$ cat src/rtl/core/mtc_pkg.sv
`timescale 1ns / 1ps
// ----------------------------------------------------------------------------
// mtc_pkg
// shared types, character constants and code tables of the morse text codec
// ----------------------------------------------------------------------------
package mtc_pkg;

  localparam int MAX_RES = 8;
  localparam int CNT_W   = 4;

  localparam logic [7:0] CH_SPACE = 8'h20;
  localparam logic [7:0] CH_NL    = 8'h0A;
  localparam logic [7:0] CH_TAB   = 8'h09;
  localparam logic [7:0] CH_CR    = 8'h0D;
  localparam logic [7:0] CH_VT    = 8'h0B;
  localparam logic [7:0] CH_FF    = 8'h0C;
  localparam logic [7:0] CH_DOT   = 8'h2E;
  localparam logic [7:0] CH_DASH  = 8'h2D;
  localparam logic [7:0] CH_A     = 8'h41;
  localparam logic [7:0] CH_0     = 8'h30;

  localparam logic MODE_ENCODE = 1'b0;
  localparam logic MODE_DECODE = 1'b1;

  // dash = 1, first symbol in the highest used bit
  localparam logic [4:0] LETTER_PAT [26] = '{
    5'b01,   5'b1000, 5'b1010, 5'b100,  5'b0,    5'b0010, 5'b110,
    5'b0000, 5'b00,   5'b0111, 5'b101,  5'b0100, 5'b11,   5'b10,
    5'b111,  5'b0110, 5'b1101, 5'b010,  5'b000,  5'b1,    5'b001,
    5'b0001, 5'b011,  5'b1001, 5'b1011, 5'b1100
  };
  localparam logic [2:0] LETTER_LEN [26] = '{
    3'd2, 3'd4, 3'd4, 3'd3, 3'd1, 3'd4, 3'd3, 3'd4, 3'd2, 3'd4, 3'd3, 3'd4, 3'd2,
    3'd2, 3'd3, 3'd4, 3'd4, 3'd3, 3'd3, 3'd1, 3'd3, 3'd4, 3'd3, 3'd4, 3'd4, 3'd4
  };
  localparam logic [4:0] DIGIT_PAT [10] = '{
    5'b11111, 5'b01111, 5'b00111, 5'b00011, 5'b00001,
    5'b00000, 5'b10000, 5'b11000, 5'b11100, 5'b11110
  };

  typedef struct packed {
    logic [MAX_RES-1:0][7:0] chars;
    logic [CNT_W-1:0]        count;
  } burst_t;

  typedef struct packed {
    logic   push;
    burst_t burst;
  } push_t;

  typedef struct packed {
    logic   valid;
    burst_t burst;
  } head_t;

  typedef struct packed {
    logic       hit;
    logic [2:0] len;
    logic [4:0] pat;
  } code_t;

  // character to its code, hit low for anything but A-Z and 0-9
  function automatic code_t enc_code(input logic [7:0] c);
    code_t r;
    r = '0;
    for (int k = 0; k < 26; k++) begin
      if (c == 8'(CH_A + k)) begin
        r.hit = 1'b1;
        r.len = LETTER_LEN[k];
        r.pat = LETTER_PAT[k];
      end
    end
    for (int k = 0; k < 10; k++) begin
      if (c == 8'(CH_0 + k)) begin
        r.hit = 1'b1;
        r.len = 3'd5;
        r.pat = DIGIT_PAT[k];
      end
    end
    return r;
  endfunction

  // token to character, bit 8 is the hit flag
  function automatic logic [8:0] token_lookup(input logic [4:0] pat, input logic [2:0] len);
    logic [8:0] r;
    r = '0;
    if (len == 3'd5) begin
      for (int k = 0; k < 10; k++) begin
        if (pat == DIGIT_PAT[k]) r = {1'b1, 8'(CH_0 + k)};
      end
    end else if (len != 3'd0 && len < 3'd5) begin
      for (int k = 0; k < 26; k++) begin
        if (len == LETTER_LEN[k] && pat == LETTER_PAT[k]) r = {1'b1, 8'(CH_A + k)};
      end
    end
    return r;
  endfunction

endpackage

$ cat src/rtl/core/mtc_front.sv
`timescale 1ns / 1ps
// ----------------------------------------------------------------------------
// mtc_front
// accepts words, keeps the decode token state and builds a character burst
// ----------------------------------------------------------------------------
module mtc_front (
  input  logic          clk,
  input  logic          rst,
  input  logic          mode,
  input  logic          in_valid,
  output logic          in_stall,
  input  logic [7:0]    in_char,
  input  logic          end_of_text,
  input  logic          q_full,
  output mtc_pkg::push_t push
);
  import mtc_pkg::*;

  logic [4:0] tok_pat, tok_pat_next;
  logic [2:0] tok_len, tok_len_next;
  logic       tok_long, tok_long_next;
  logic [3:0] space_run, space_run_next;

  logic       accept;
  code_t      enc;
  logic [4:0] align;
  logic [8:0] cur_hit, new_hit;
  logic       is_sp, is_nl, is_ows, is_sym;
  logic [4:0] cand_en;
  logic [4:0][7:0] cand_ch;
  logic [CNT_W-1:0] n;
  burst_t     burst;

  assign in_stall = q_full;
  assign accept   = in_valid && !q_full;

  always_comb begin
    is_sp  = (in_char == CH_SPACE);
    is_nl  = (in_char == CH_NL);
    is_ows = (in_char == CH_TAB) || (in_char == CH_CR) ||
             (in_char == CH_VT) || (in_char == CH_FF);
    is_sym = !(is_sp || is_nl || is_ows);

    tok_pat_next   = tok_pat;
    tok_len_next   = tok_len;
    tok_long_next  = tok_long;
    space_run_next = space_run;

    if (is_sp) begin
      tok_pat_next  = '0;
      tok_len_next  = '0;
      tok_long_next = 1'b0;
      if (space_run < 4'd8) space_run_next = space_run + 4'd1;
    end else if (is_nl || is_ows) begin
      tok_pat_next   = '0;
      tok_len_next   = '0;
      tok_long_next  = 1'b0;
      space_run_next = '0;
    end else begin
      space_run_next = '0;
      if (!tok_long) begin
        if (tok_len >= 3'd5 || (in_char != CH_DOT && in_char != CH_DASH)) begin
          tok_long_next = 1'b1;
        end else begin
          tok_pat_next = {tok_pat[3:0], in_char == CH_DASH};
          tok_len_next = tok_len + 3'd1;
        end
      end
    end

    cur_hit = token_lookup(tok_pat, tok_len);
    new_hit = token_lookup(tok_pat_next, tok_len_next);

    // candidates in emission order
    cand_en[0] = !is_sym && cur_hit[8] && !tok_long;
    cand_ch[0] = cur_hit[7:0];
    cand_en[1] = !is_sp && (space_run == 4'd7);
    cand_ch[1] = CH_SPACE;
    cand_en[2] = is_nl;
    cand_ch[2] = CH_NL;
    cand_en[3] = is_sym && end_of_text && new_hit[8] && !tok_long_next;
    cand_ch[3] = new_hit[7:0];
    cand_en[4] = is_sp && end_of_text && (space_run_next == 4'd7);
    cand_ch[4] = CH_SPACE;

    if (end_of_text) begin
      tok_pat_next   = '0;
      tok_len_next   = '0;
      tok_long_next  = 1'b0;
      space_run_next = '0;
    end

    burst = '0;
    n     = '0;
    enc   = enc_code(in_char);
    align = 5'(enc.pat << (3'd5 - enc.len));

    if (mode == MODE_ENCODE) begin
      if (enc.hit) begin
        for (int i = 0; i < MAX_RES; i++) burst.chars[i] = CH_SPACE;
        for (int i = 0; i < 5; i++) begin
          if (3'(i) < enc.len) burst.chars[i] = align[4-i] ? CH_DASH : CH_DOT;
        end
        burst.count = CNT_W'(enc.len) + CNT_W'(3);
      end else if (is_sp) begin
        for (int i = 0; i < 4; i++) burst.chars[i] = CH_SPACE;
        burst.count = CNT_W'(4);
      end else if (is_nl) begin
        burst.chars[0] = CH_NL;
        burst.count    = CNT_W'(1);
      end
    end else begin
      for (int k = 0; k < 5; k++) begin
        if (cand_en[k]) begin
          burst.chars[n[2:0]] = cand_ch[k];
          n = n + CNT_W'(1);
        end
      end
      burst.count = n;
    end

    push.burst = burst;
    push.push  = accept && (burst.count != '0);
  end

  always_ff @(posedge clk) begin
    if (rst) begin
      tok_pat   <= '0;
      tok_len   <= '0;
      tok_long  <= 1'b0;
      space_run <= '0;
    end else if (accept && mode == MODE_DECODE) begin
      tok_pat   <= tok_pat_next;
      tok_len   <= tok_len_next;
      tok_long  <= tok_long_next;
      space_run <= space_run_next;
    end
  end

endmodule

$ cat src/rtl/core/mtc_queue.sv
`timescale 1ns / 1ps
// ----------------------------------------------------------------------------
// mtc_queue
// short fifo of character bursts between front and back
// ----------------------------------------------------------------------------
module mtc_queue #(
  parameter int DEPTH = 4
) (
  input  logic           clk,
  input  logic           rst,
  input  mtc_pkg::push_t push,
  input  logic           pop,
  output logic           full,
  output mtc_pkg::head_t head
);
  import mtc_pkg::*;

  localparam int PTR_W = (DEPTH > 1) ? $clog2(DEPTH) : 1;
  localparam int LVL_W = $clog2(DEPTH + 1);

  burst_t           mem [DEPTH];
  logic [PTR_W-1:0] wr_ptr, rd_ptr;
  logic [LVL_W-1:0] level;

  assign full       = (level == LVL_W'(DEPTH));
  assign head.valid = (level != '0);
  assign head.burst = mem[rd_ptr];

  always_ff @(posedge clk) begin
    if (push.push) mem[wr_ptr] <= push.burst;
  end

  always_ff @(posedge clk) begin
    if (rst) begin
      wr_ptr <= '0;
      rd_ptr <= '0;
      level  <= '0;
    end else begin
      if (push.push) wr_ptr <= (wr_ptr == PTR_W'(DEPTH - 1)) ? '0 : wr_ptr + PTR_W'(1);
      if (pop)       rd_ptr <= (rd_ptr == PTR_W'(DEPTH - 1)) ? '0 : rd_ptr + PTR_W'(1);
      if (push.push && !pop)      level <= level + LVL_W'(1);
      else if (pop && !push.push) level <= level - LVL_W'(1);
    end
  end

  a_no_overflow: assert property (@(posedge clk) disable iff (rst) push.push |-> !full)
    else $error("burst pushed into full queue");
  a_no_underflow: assert property (@(posedge clk) disable iff (rst) pop |-> head.valid)
    else $error("burst popped from empty queue");
  a_level_range: assert property (@(posedge clk) disable iff (rst) level <= LVL_W'(DEPTH))
    else $error("queue level out of range");
  a_head_nonempty: assert property (@(posedge clk) disable iff (rst)
    head.valid |-> head.burst.count != '0)
    else $error("empty burst at queue head");

endmodule

$ cat src/rtl/core/mtc_back.sv
`timescale 1ns / 1ps
// ----------------------------------------------------------------------------
// mtc_back
// walks the head burst and hands out one character per cycle while out_stall is low
// ----------------------------------------------------------------------------
module mtc_back (
  input  logic           clk,
  input  logic           rst,
  input  mtc_pkg::head_t head,
  output logic           pop,
  output logic           out_valid,
  input  logic           out_stall,
  output logic [7:0]     out_char,
  output logic           last_of_run
);
  import mtc_pkg::*;

  logic [2:0] idx;
  logic       take;

  assign out_valid   = head.valid;
  assign out_char    = head.burst.chars[idx];
  assign last_of_run = (CNT_W'(idx) + CNT_W'(1) == head.burst.count);
  assign take        = out_valid && !out_stall;
  assign pop         = take && last_of_run;

  always_ff @(posedge clk) begin
    if (rst) begin
      idx <= '0;
    end else if (take) begin
      idx <= last_of_run ? '0 : idx + 3'd1;
    end
  end

endmodule

$ cat src/rtl/core/morse_text_codec.sv
`timescale 1ns / 1ps
// ----------------------------------------------------------------------------
// morse_text_codec
// international morse text codec, encode or decode chosen by the mode register
// ----------------------------------------------------------------------------
// usage
//   input channel: in_valid / in_stall carry one word (in_char, end_of_text);
//   the word is taken on a clock edge with in_valid high and in_stall low.
//   output channel: out_valid / out_stall carry one word (out_char,
//   last_of_run); last_of_run marks the final character caused by an input.
//   cfg_we / cfg_wdata write the mode bit (0 encode, 1 decode) while idle.
// throughput
//   an input word is classified in the cycle it is taken and its burst of up
//   to eight characters is queued; its first character is offered once the
//   bursts ahead of it have drained. the output side gives one character
//   per cycle while out_stall is low, and the input side takes one word per
//   cycle while the queue is not full; the output port sets the rate.
// reset
//   rst clears the mode to encode, the decode token and space run state and
//   empties the burst queue.
// stall
//   out_stall holds the current character; input is taken until the queue
//   of QUEUE_DEPTH bursts fills, then in_stall rises.
// ----------------------------------------------------------------------------
module morse_text_codec #(
  parameter int QUEUE_DEPTH = 4
) (
  input  logic       clk,
  input  logic       rst,
  input  logic       cfg_we,
  input  logic       cfg_wdata,
  input  logic       in_valid,
  output logic       in_stall,
  input  logic [7:0] in_char,
  input  logic       end_of_text,
  output logic       out_valid,
  input  logic       out_stall,
  output logic [7:0] out_char,
  output logic       last_of_run
);
  import mtc_pkg::*;

  logic  mode;
  logic  q_full;
  logic  pop;
  push_t push;
  head_t head;

  // mode register; the user must write it only while the block is idle, the block does not enforce this
  always_ff @(posedge clk) begin
    if (rst) begin
      mode <= MODE_ENCODE;
    end else if (cfg_we) begin
      mode <= cfg_wdata;
    end
  end

  // front: takes words, tracks decode token and space run, builds bursts
  mtc_front u_front (
    .clk         (clk),
    .rst         (rst),
    .mode        (mode),
    .in_valid    (in_valid),
    .in_stall    (in_stall),
    .in_char     (in_char),
    .end_of_text (end_of_text),
    .q_full      (q_full),
    .push        (push)
  );

  // queue of bursts so the two sides stall apart
  mtc_queue #(
    .DEPTH (QUEUE_DEPTH)
  ) u_queue (
    .clk  (clk),
    .rst  (rst),
    .push (push),
    .pop  (pop),
    .full (q_full),
    .head (head)
  );

  // back: serialises the head burst one character a cycle while out_stall is low
  mtc_back u_back (
    .clk         (clk),
    .rst         (rst),
    .head        (head),
    .pop         (pop),
    .out_valid   (out_valid),
    .out_stall   (out_stall),
    .out_char    (out_char),
    .last_of_run (last_of_run)
  );

endmodule
$ cat config.mk
export PLATFORM = sky130hd
export DESIGN_NAME = morse_text_codec
export DESIGN_NICKNAME = d
export VERILOG_FILES = /design/src/rtl/core/mtc_pkg.sv /design/src/rtl/core/mtc_front.sv /design/src/rtl/core/mtc_queue.sv /design/src/rtl/core/mtc_back.sv /design/src/rtl/core/morse_text_codec.sv
export SDC_FILE = /design/constraint.sdc
export NUM_CORES = 1
export LEC_CHECK = 0
export ABC_CLOCK_PERIOD_IN_PS = 8600
export BUFFER_PORTS_ARGS = -buffer_cell sky130_fd_sc_hd__clkbuf_2
export CORE_ASPECT_RATIO = 2
export CORE_MARGIN = 10
export CORE_UTILIZATION = 55
export DETAILED_ROUTE_END_ITERATION = 8
export PLACE_DENSITY = 0.8
export SYNTH_ARGS = -nofsm -noshare
export SYNTH_HDL_FRONTEND = slang
export SYNTH_SLANG_ARGS = --single-unit
export TNS_END_PERCENT = 100
$ cat constraint.sdc
create_clock -name clk -period 8.6 [get_ports clk]
set_clock_uncertainty 0.05 [all_clocks]
set_input_delay 0.43 -clock clk [delete_from_list [all_inputs] [get_ports clk]]
set_output_delay 0.43 -clock clk [all_outputs]
set_load 0.01 [all_outputs]
==> results of run 1 <==
==> power by group through the flow <==
stage	Clock [mW]	Sequential (mW)	Combinational [mW]
global route	1.07	1.51	0.375
floorplan	0	1.53	0.248
detailed placement	0	1.54	0.346
global placement	0	1.53	0.339
finish	1.01	1.51	0.345
CTS	1.03	1.51	0.348
==> cell families after synthesis <==
logic type,synth area share
mux,0.142
fa+ha+maj,0.0241
simple gates,0.125
xor+xnor,0.0113
buf+inv,0.0290
compound gates,0.116
other cells,0.000268
flops,0.552
==> state kept, by name, indices dropped and copies added, names as in the netlist, named ones only <==
| register | cells |
|---|---|
| mode | 1 |
| u_back.idx | 3 |
| u_front.space_run | 4 |
| u_front.tok_len | 3 |
| u_front.tok_long | 1 |
| u_front.tok_pat | 5 |
| u_queue.level | 3 |
| u_queue.mem | 240 |
| u_queue.rd_ptr | 2 |
| u_queue.wr_ptr | 2 |
==> area by class of cell <==
class | count | area, um2 | area share
well taps | 336 | 420 | 0.0272
repair buffers | 47 | 305 | 0.0197
clock buffers | 32 | 651 | 0.0420
flip-flops and latches | 266 | 7730 | 0.500
inverters | 28 | 105 | 0.00679
clock inverters | 9 | 83.8 | 0.00542
multi-input cells | 808 | 6180 | 0.399
==> path summary, 6_finish.rpt <==
path                                                     to  slack [ps]  cells past startpoint
worst min-delay path                      mode$_SDFFE_PP0P_         110                      3
worst min register to register                         flop         440                      2
worst max-delay path            u_queue.mem[2][7]$_DFFE_PP_        1400                     20
worst max register to register  u_queue.mem[2][7]$_DFFE_PP_        1400                     20
==> metrics by stage <==
stage / worst slack [ps] / utilization / power (mW)
6_report: 1400 / 0.618 / 2.86
5_1_grt: 931 / 0.618 / 2.96
4_1_cts: 1610 / 0.618 / 2.88
3_5_place_dp: 1370 / 0.589 / 1.88
3_3_place_gp: 1410 / 0.589 / 1.87
2_1_floorplan: 2010 / - / 1.78
==> synth_stat cells, drive strengths merged (4+ instances only) <==
| cell type | number |
|---|---|
| o21a | 5 |
| nand3b | 8 |
| and3 | 8 |
| o22ai | 10 |
| o32ai | 5 |
| a21o | 10 |
| nor2 | 79 |
| nor2b | 10 |
| dfxtp | 26 |
| inv | 27 |
| a211o | 4 |
| mux4 | 74 |
| and2 | 15 |
| clkbuf | 54 |
| nor4 | 10 |
| mux2i | 19 |
| or3 | 9 |
| a32oi | 5 |
| o21ai | 50 |
| o211ai | 4 |
| o31a | 4 |
| a211oi | 11 |
| a21oi | 62 |
| nand2b | 20 |
| a2bb2oi | 4 |
| or2 | 7 |
| a32o | 4 |
| a22oi | 8 |
| edfxtp | 240 |
| mux2 | 12 |
| or4 | 4 |
| o31ai | 5 |
| nand3 | 23 |
| a31oi | 14 |
| buf | 20 |
| ha | 23 |
| xnor2 | 11 |
| nor3b | 8 |
| nand4 | 9 |
| xor2 | 7 |
| nand2 | 86 |
| nor3 | 31 |
==> worst max-delay path, cell delays in order, from the launching register on <==
cell and delay (ps):
dfxtp_1 550, inv_1 120, ha_1 270, o31ai_1 550
nand4_1 540, a32oi_1 870, or3_1 270, nor2_1 70
a211oi_1 350, and2b_1 330, a21o_1 280, mux2_2 370
ha_1 270, nand2_1 70, a21oi_1 180, nor2_1 50
o21ai_0 70, or3_1 190, o31a_1 220, and2_2 750
buf_4 410
==> layer usage <==
| metal | global-route usage | part of all wire |
|---|---|---|
| met1 | 0.219 | 0.33 |
| met2 | 0.419 | 0.56 |
| met3 | 0.0200 | 0.047 |
| met4 | 0.122 | 0.058 |
| met5 | 0 | 0 |
==> out/qor.yml, run 1 <==
worst_setup_path:
  crit_start: "u_front.tok_len[1]$_SDFFE_PP0P_"
  crit_fanout: 32
  worstSetupStartpointType: "flop"
  arrival_ps: 7340
  r2r_start: "u_front.tok_len[1]$_SDFFE_PP0P_"
  required_ps: 8740
  crit_path_end_kind: "flop"
  criticalPathCategory: "reg2reg"
clock_tree:
  ctsHoldBuffers: 0
  post_cts_resized: 0
  cts_tree: "built"
  cts_buffers: 23
  clk_latency_ps: 510
  post_cts_buffers: 0
  htreeDepth: 1
  clkSinkCount: 266
  cts-root-buf: "clkbuf_16"
  clk_pin_slew_ps: 70
  clk_path_buf_depth: 3
timing:
  period_minus_slack_ps: 7200
  max_slew_margin: 0.328
  setup_viol: 0
  drv_slew: 0
  max_freq_mhz: 139
  fin_crit_sh: 0.838
  hold-worst-slack_ps: 109
  rsz0062_at_grt: "no"
  tightest_slew_ps: 997
  hold_viol: 0
  setup_tns_ps: 0
power_and_ir_drop:
  pwr-share-comb: 0.121
  powerDensity_mw_per_mm2: 185
  pwr-share-clk: 0.352
  switching_share: 0.231
  p_switching_uw: 661
  seqPwrFrac: 0.527
  leakage_nw: 5.14
  ir_drop_uv: 122
  p_int_mw: 2.20
yosys:
  syn_area_mm2: 0.0140
  synth_warnings: 0
  seq_area_frac_synth: 0.552
  ys_seq_elements: 266
  yosysTopAreaCellShare: 0.515
  synth_top_area_cell: "edfxtp_1"
  synth_area_leaders: "edfxtp_1 52%, mux4_2 12%, dfxtp_1 3.7%, nand2_1 2.3%, a21oi_1 2.2%"
  syn_inst: 1096
  synthArstFlopShare: 0
  synth_cell_type_count: 86
  avgSynthCellArea_um2: 12.8
  yosys_most_used_dff: "edfxtp_1"
  synth_edf_count: 240
routing:
  drtAntennaViolNets: 0
  wl_per_cell_um: 23.4
  wirelength_mm: 35.8
  vias: 9666
  drc: 0
  drt_iter0_markers: 901
  avgViaCountPerCell: 6.33
  drtPass1Iterations: 5
global_route:
  grt_max_degree: 61
  grt_overflow_total: 0
  grt_usage: 0.216
  grt_pass1_wl_mm: 55.2
  grt_pass1_vias: 9865
  antenna_found_initial: 0
die:
  core-area_mm2: 0.0250
  num_rows: 82
  die_h_um: 246
  fp.dieArea_mm2: 0.0326
  start_util: 0.559
  io_pins: 26
  die_x_um: 133
cells_and_area:
  drive_gt1_frac: 0.169
  fill_cells: 1915
  diodes: 0
  finalNetCount: 1214
  final_common_cell: "edfxtp_1"
  layout.cells.non_filler: 1526
  syn2layout_area_growth_pct: 10.6
  final_cell_mix: "240 x edfxtp_1, 86 x nand2_1, 81 x conb_1"
  final_area_mm2: 0.0155
placed_design:
  placedCellCount: 1485
  hpwlAfterDp_mm: 24.8
  place_congestion: 1.02
  io_buffer_count: 24
  dpl_cell_area_mm2: 0.0147
min_path:
  hp-class: "in2reg"
  min_from: "cfg_wdata"
job:
  drv_cap: 0
outcome:
  outcome: "finished, final reports clean"
Note: power is estimated with default switching activity, not from simulation.
==> run 2, diff against run 1 <==
--- a/config.mk
+++ b/config.mk
@@ -5,13 +5,13 @@
 export SDC_FILE = /design/constraint.sdc
 export NUM_CORES = 1
 export LEC_CHECK = 0
-export ABC_CLOCK_PERIOD_IN_PS = 8600
+export ABC_CLOCK_PERIOD_IN_PS = 5900
 export BUFFER_PORTS_ARGS = -buffer_cell sky130_fd_sc_hd__clkbuf_2
 export CORE_ASPECT_RATIO = 2
 export CORE_MARGIN = 10
 export CORE_UTILIZATION = 55
 export DETAILED_ROUTE_END_ITERATION = 8
-export PLACE_DENSITY = 0.8
+export PLACE_DENSITY = 0.83
 export SYNTH_ARGS = -nofsm -noshare
 export SYNTH_HDL_FRONTEND = slang
 export SYNTH_SLANG_ARGS = --single-unit
==> constraint.sdc (replaced) <==
create_clock -name clk -period 5.9 [get_ports clk]
set_clock_uncertainty 0.05 [all_clocks]
set_input_delay 0.295 -clock clk [delete_from_list [all_inputs] [get_ports clk]]
set_output_delay 0.295 -clock clk [all_outputs]
set_load 0.01 [all_outputs]
==> out/qor.yml, run 2 (synthesis results as in run 1) <==
outcome:
  outcome: "finished, final reports clean"
cells_and_area:
  finalNetCount: 1290  # +6.3%
  final_area_mm2: 0.0162  # +4.8%
  final_common_cell: "edfxtp_1"
  reg_top3: "u_queue.mem x240, u_front.tok_pat x5, u_front.space_run x4"
  final_cell_mix: "240 x edfxtp_1, 88 x buf_4, 86 x nand2_1"
  fill_cells: 1869  # -2.4%
  syn2layout_area_growth_pct: 16.0
  drive_gt1_frac: 0.235  # +0.0662
  diodes: 0  # unchanged
  top_register: "u_queue.mem"
  largest_register_ffs: 240  # unchanged
power_and_ir_drop:
  ir_drop_uv: 180  # +47%
  powerDensity_mw_per_mm2: 254  # +37%
  leakage_nw: 5.49  # +6.8%
  p_total_mw: 4.12  # +44%
worst_setup_path:
  required_ps: 6310  # -2430 ps
  critPathSlowestCell: "fa_2"
  crit_path_end_kind: "flop"
  crit_fanout: 10  # -69%
  arrival_ps: 6030  # -1310 ps
  worstSetupStartpointType: "flop"
  criticalPathCategory: "reg2reg"
  slowest_delay_ps: 600  # -270 ps
placed_design:
  dpl_cell_area_mm2: 0.0153  # +4.0%
  io_buffer_count: 24  # unchanged
  hpwlAfterDp_mm: 26.3  # +5.8%
  dp_slack_ps: 6.59  # -1360 ps
  place_congestion: 1.02  # +0.25%
timing:
  fin_crit_sh: 0.953  # +0.116
  max_freq_mhz: 178  # +28%
  hold-worst-slack_ps: 104  # -4.72 ps
  setup_tns_ps: 0  # unchanged
  period_minus_slack_ps: 5620  # -1580 ps
  hold_viol: 0  # unchanged
  setup_viol: 0  # unchanged
  tightest_slew_ps: 1150  # +155 ps
  fin_ws_ps: 276  # -1120 ps
  max_slew_margin: 0.225  # -0.103
  rsz0062_at_grt: "no"
  drv_slew: 0  # unchanged
die:
  die_x_um: 133  # unchanged
  die_h_um: 246  # unchanged
  start_util: 0.559  # unchanged
  fp.dieArea_mm2: 0.0326  # unchanged
  num_rows: 82  # unchanged
  core-area_mm2: 0.0250  # unchanged
  io_pins: 26  # unchanged
routing:
  drt_iter0_markers: 1017  # +13%
  avgViaCountPerCell: 6.38  # +0.72%
  drtPass1Iterations: 7  # +2
  drc: 0  # unchanged
  wirelength_mm: 38.0  # +6.3%
  vias: 10200  # +5.5%
  wl_per_cell_um: 23.8  # +1.4%
  drtAntennaViolNets: 0  # unchanged
clock_tree:
  htreeDepth: 1  # unchanged
  cts-root-buf: "clkbuf_16"
  clkSinkCount: 266  # unchanged
  cts_buffers: 22  # -4.3%
  clk_pin_slew_ps: 70  # about the same
  clk_latency_ps: 530  # +20 ps
  cts_tree: "built"
  clk_path_buf_depth: 3  # unchanged
global_route:
  antenna_found_initial: 0  # unchanged
  grt_overflow_total: 0  # unchanged
  grt_usage: 0.232  # +0.0154
  grt_pass1_wl_mm: 59.2  # +7.2%
  grt_max_degree: 58  # -4.9%
  grt_pass1_vias: 10500  # +6.4%
job:
  drv_cap: 0  # unchanged
min_path:
  hp-class: "in2reg"
run 2: changes by cell type in the layout (fill, tap and decap cells not counted), sizes merged:
| cell | before | now |
|---|---|---|
| dlygate4sd3 | 0 | 2 |
| clkbuf | 56 | 49 |
| clkinvlp | 1 | 3 |
| buf | 23 | 98 |
| clkinv | 6 | 7 |
run 2: area by class of cell:
type | count | area (um2) | share of cell area
flip-flops and latches | 266 | 7740 | 0.477
clock buffers | 25 | 562 | 0.0346
inverters | 28 | 105 | 0.00648
clock inverters | 12 | 104 | 0.00640
well taps | 336 | 420 | 0.0259
multi-input cells | 808 | 6310 | 0.389
repair buffers | 124 | 983 | 0.0606
run 2: critical path: cells and delay by family, from the launching register on:
kind	cells	cell delay (ps)
buffers and inverters	3	320
XOR/XNOR	1	80
AO/OA/AOI/OAI	8	1220
AND/OR/NAND/NOR	7	1370
multiplexers	1	270
adder cells (fa/ha/maj)	7	1900
flip-flops	1	320
run 2: path summary, 6_finish.rpt:
path                                   start                       endpoint  slack, ps  depth (start not counted)
max reg2reg  u_front.tok_len[1]$_SDFFE_PP0P_  u_queue.level[2]$_SDFFE_PP0P_        280                         27
min reg2reg    u_queue.level[2]$_SDFFE_PP0P_  u_queue.level[2]$_SDFFE_PP0P_        470                          2
min                                out_stall     u_back.idx[0]$_SDFFE_PP0P_        100                          4
max          u_front.tok_len[1]$_SDFFE_PP0P_  u_queue.level[2]$_SDFFE_PP0P_        280                         27
run 2: report_power, final:
part	total (mW)	internal (mW)	switching [mW]
clock network	1.38	0.734	0.651
registers	2.21	2.16	0.0449
logic	0.528	0.240	0.289
total	4.12	3.13	0.984
run 2: per-stage QoR:
step | util | cells
2_1_floorplan | - | 1176
3_3_place_gp | 0.612 | 1552
3_5_place_dp | 0.612 | 1552
4_1_cts | 0.640 | 1591
5_1_grt | 0.648 | 1599
6_report | 0.648 | 1599
run 2: what timing repair did:
item / 4_1_cts / 5_1_grt
gates resized for setup: 1 / 31
hold endpoints to repair: 1 / 0
endpoints found under the setup margin: 1 / 239
pin swaps: 0 / 8
buffers inserted: 0 / 8
hold buffers: 2 / 0
run 2: per-layer routing:
metal,track usage,wire [um],vias to the layer above
met2,0.444,21000,487
met1,0.229,12400,5044
met5,0,0,-
met4,0.142,2610,0
met3,0.0274,1970,152
li1,-,-,4518
==> run 3, diff against run 2 <==
--- a/config.mk
+++ b/config.mk
@@ -9,9 +9,9 @@
 export BUFFER_PORTS_ARGS = -buffer_cell sky130_fd_sc_hd__clkbuf_2
 export CORE_ASPECT_RATIO = 2
 export CORE_MARGIN = 10
-export CORE_UTILIZATION = 55
+export CORE_UTILIZATION = 57
 export DETAILED_ROUTE_END_ITERATION = 8
-export PLACE_DENSITY = 0.83
+export PLACE_DENSITY = 0.85
 export SYNTH_ARGS = -nofsm -noshare
 export SYNTH_HDL_FRONTEND = slang
 export SYNTH_SLANG_ARGS = --single-unit
==> out/qor.yml, run 3 (synthesis results as in run 1) <==
global_route:
  grt_overflow_total: 0  # unchanged
  grt_pass1_vias: 10300  # -1.6%
  use_met1: 0.258  # +0.0287
  grt-busiest-layer: "met2"
  grt_pass1_wl_mm: 60.0  # +1.4%
  use_met2: 0.456  # +0.0118
  grt_usage: 0.248  # +0.0161
  met3_usage: 0.0296  # +0.00217
  antenna_found_initial: 0  # unchanged
  grt_max_degree: 61  # +5.2%
worst_setup_path:
  crit_start: "u_front.tok_len[1]$_SDFFE_PP0P_"
  criticalPathCategory: "reg2reg"
  worstSetupStartpointType: "flop"
  crit_fanout: 13  # +3
  arrival_ps: 6070  # +40 ps
  crit_path_end_kind: "flop"
  required_ps: 6110  # -200 ps
  r2r_start: "u_front.tok_len[1]$_SDFFE_PP0P_"
routing:
  avgViaCountPerCell: 6.53  # +2.4%
  drt_iter0_markers: 831  # -18%
  drc: 0  # unchanged
  vias: 10200  # -0.12%
  drtAntennaViolNets: 0  # unchanged
  drtPass1Iterations: 6  # -1
  wirelength_mm: 38.9  # +2.4%
  wl_per_cell_um: 24.9  # +4.9%
cells_and_area:
  final_cell_mix: "240 x edfxtp_1, 94 x buf_4, 85 x nand2_1"
  fill_cells: 1727  # -7.6%
  largest_register_ffs: 240  # unchanged
  diodes: 0  # unchanged
  reg_top3: "u_queue.mem x240, u_front.tok_pat x5, u_front.space_run x4"
  drive_gt1_frac: 0.233  # -0.00208
  final_area_mm2: 0.0162  # -0.34%
  top_register: "u_queue.mem"
  syn2layout_area_growth_pct: 15.6
  final_common_cell: "edfxtp_1"
  finalNetCount: 1295  # +0.39%
placed_design:
  place_congestion: 1.05  # +3.1%
  hpwlAfterDp_mm: 26.1  # -0.59%
  dp_slack_ps: 45.4  # +38.8 ps
  dpl_cell_area_mm2: 0.0153  # -0.44%
  io_buffer_count: 24  # unchanged
timing:
  period_minus_slack_ps: 5860  # +238 ps
  fin_ws_ps: 38.1  # -238 ps
  setup_viol: 0  # unchanged
  rsz0062_at_grt: "yes"
  tightest_slew_ps: 1170  # +21.7 ps
  hold_viol: 0  # unchanged
  fin_crit_sh: 0.994  # +0.0403
  max_slew_margin: 0.217  # -0.00848
  max_freq_mhz: 171  # -4.1%
  setup_tns_ps: 0  # unchanged
  drv_slew: 0  # unchanged
job:
  drv_cap: 0  # unchanged
power_and_ir_drop:
  leakage_nw: 5.56  # +1.2%
  p_total_mw: 4.17  # +1.2%
  ir_drop_uv: 199  # +11%
  powerDensity_mw_per_mm2: 258  # +1.5%
die:
  die_h_um: 242  # -1.6%
  num_rows: 81  # -1.2%
  start_util: 0.575  # +0.0163
  die_x_um: 131  # -1.5%
  io_pins: 26  # unchanged
  fp.dieArea_mm2: 0.0316  # -3.1%
  core-area_mm2: 0.0243  # -2.8%
min_path:
  hp-class: "in2reg"
  min_from: "end_of_text"
clock_tree:
  htreeDepth: 1  # unchanged
  clk_path_buf_depth: 3  # unchanged
  cts_buffers: 23  # +4.5%
  clk_latency_ps: 520  # about the same
  cts_tree: "built"
  cts-root-buf: "clkbuf_16"
  clkSinkCount: 266  # unchanged
  clk_pin_slew_ps: 60  # about the same
outcome:
  outcome: "finished, final reports clean"
==> run 3: cell count changes in the layout (fill, tap and decap cells not counted), sizes merged <==
| cell | delta |
|---|---|
| buf | +3 |
| clkbuf | +4 |
| clkinv | +5 |
| clkinvlp | -3 |
| inv | -2 |
==> run 3: cell type report <==
cell class,instances,area [um2],share of cell area
Inverter,28,105,0.00650
Tap cell,290,363,0.0224
Multi-Input combinational cell,808,6280,0.388
Clock inverter,12,101,0.00627
Timing Repair Buffer,128,993,0.0614
Clock buffer,28,594,0.0368
Sequential cell,266,7730,0.478
==> run 3: metal layers <==
layer  vias to the layer above  part of all wire
li1                       4518                 -
met5                         -                 0
met1                      5037              0.33
met4                         0             0.064
met3                       168             0.048
met2                       466              0.56
==> run 3: where the power goes <==
part / switching (mW) / total [mW] / internal (mW)
logic: 0.291 / 0.534 / 0.243
registers: 0.0488 / 2.21 / 2.16
clock network: 0.655 / 1.42 / 0.767
==> run 3: path summary, 6_finish.rpt <==
check	to	slack, ps	depth (start not counted)
min reg2reg	flop	440	2
min	u_front.space_run[3]$_SDFFE_PP0P_	170	4
max	u_queue.mem[0][38]$_DFFE_PP_	40	26
max reg2reg	u_queue.mem[0][38]$_DFFE_PP_	40	26
==> run 3: critical path, cell delays in order (launching register included) <==
cell,delay [ps]
dfxtp_1,320
inv_1,60
ha_1,190
buf_4,150
o31a_1,390
nor4_4,280
buf_4,170
buf_12,120
mux2i_4,240
buf_6,160
nor2_1,70
a32o_2,290
nor3_2,190
and4bb_4,280
a21o_1,170
mux2_4,330
ha_1,290
nand2_2,80
a21oi_2,50
nor2_1,70
o21ai_0,80
or3_1,410
o31a_1,320
buf_4,140
buf_4,130
and2_2,300
buf_4,250
==> run 3: what timing repair did <==
action | CTS | global route
hold endpoints to repair | 1 | 0
setup buffers | 0 | 8
resized for setup | 0 | 26
hold buffers | 2 | 0
endpoints found under the setup margin | 0 | 27
==> run 3: per-stage QoR <==
step | hold WS [ps] | instances | utilization
final | 174 | 1560 | 0.665
after global routing | 184 | 1560 | 0.665
after CTS | 158 | 1551 | 0.657
after detailed placement | 442 | 1509 | 0.628
after global placement | 418 | 1509 | 0.628
after floorplan | 392 | 1176 | -
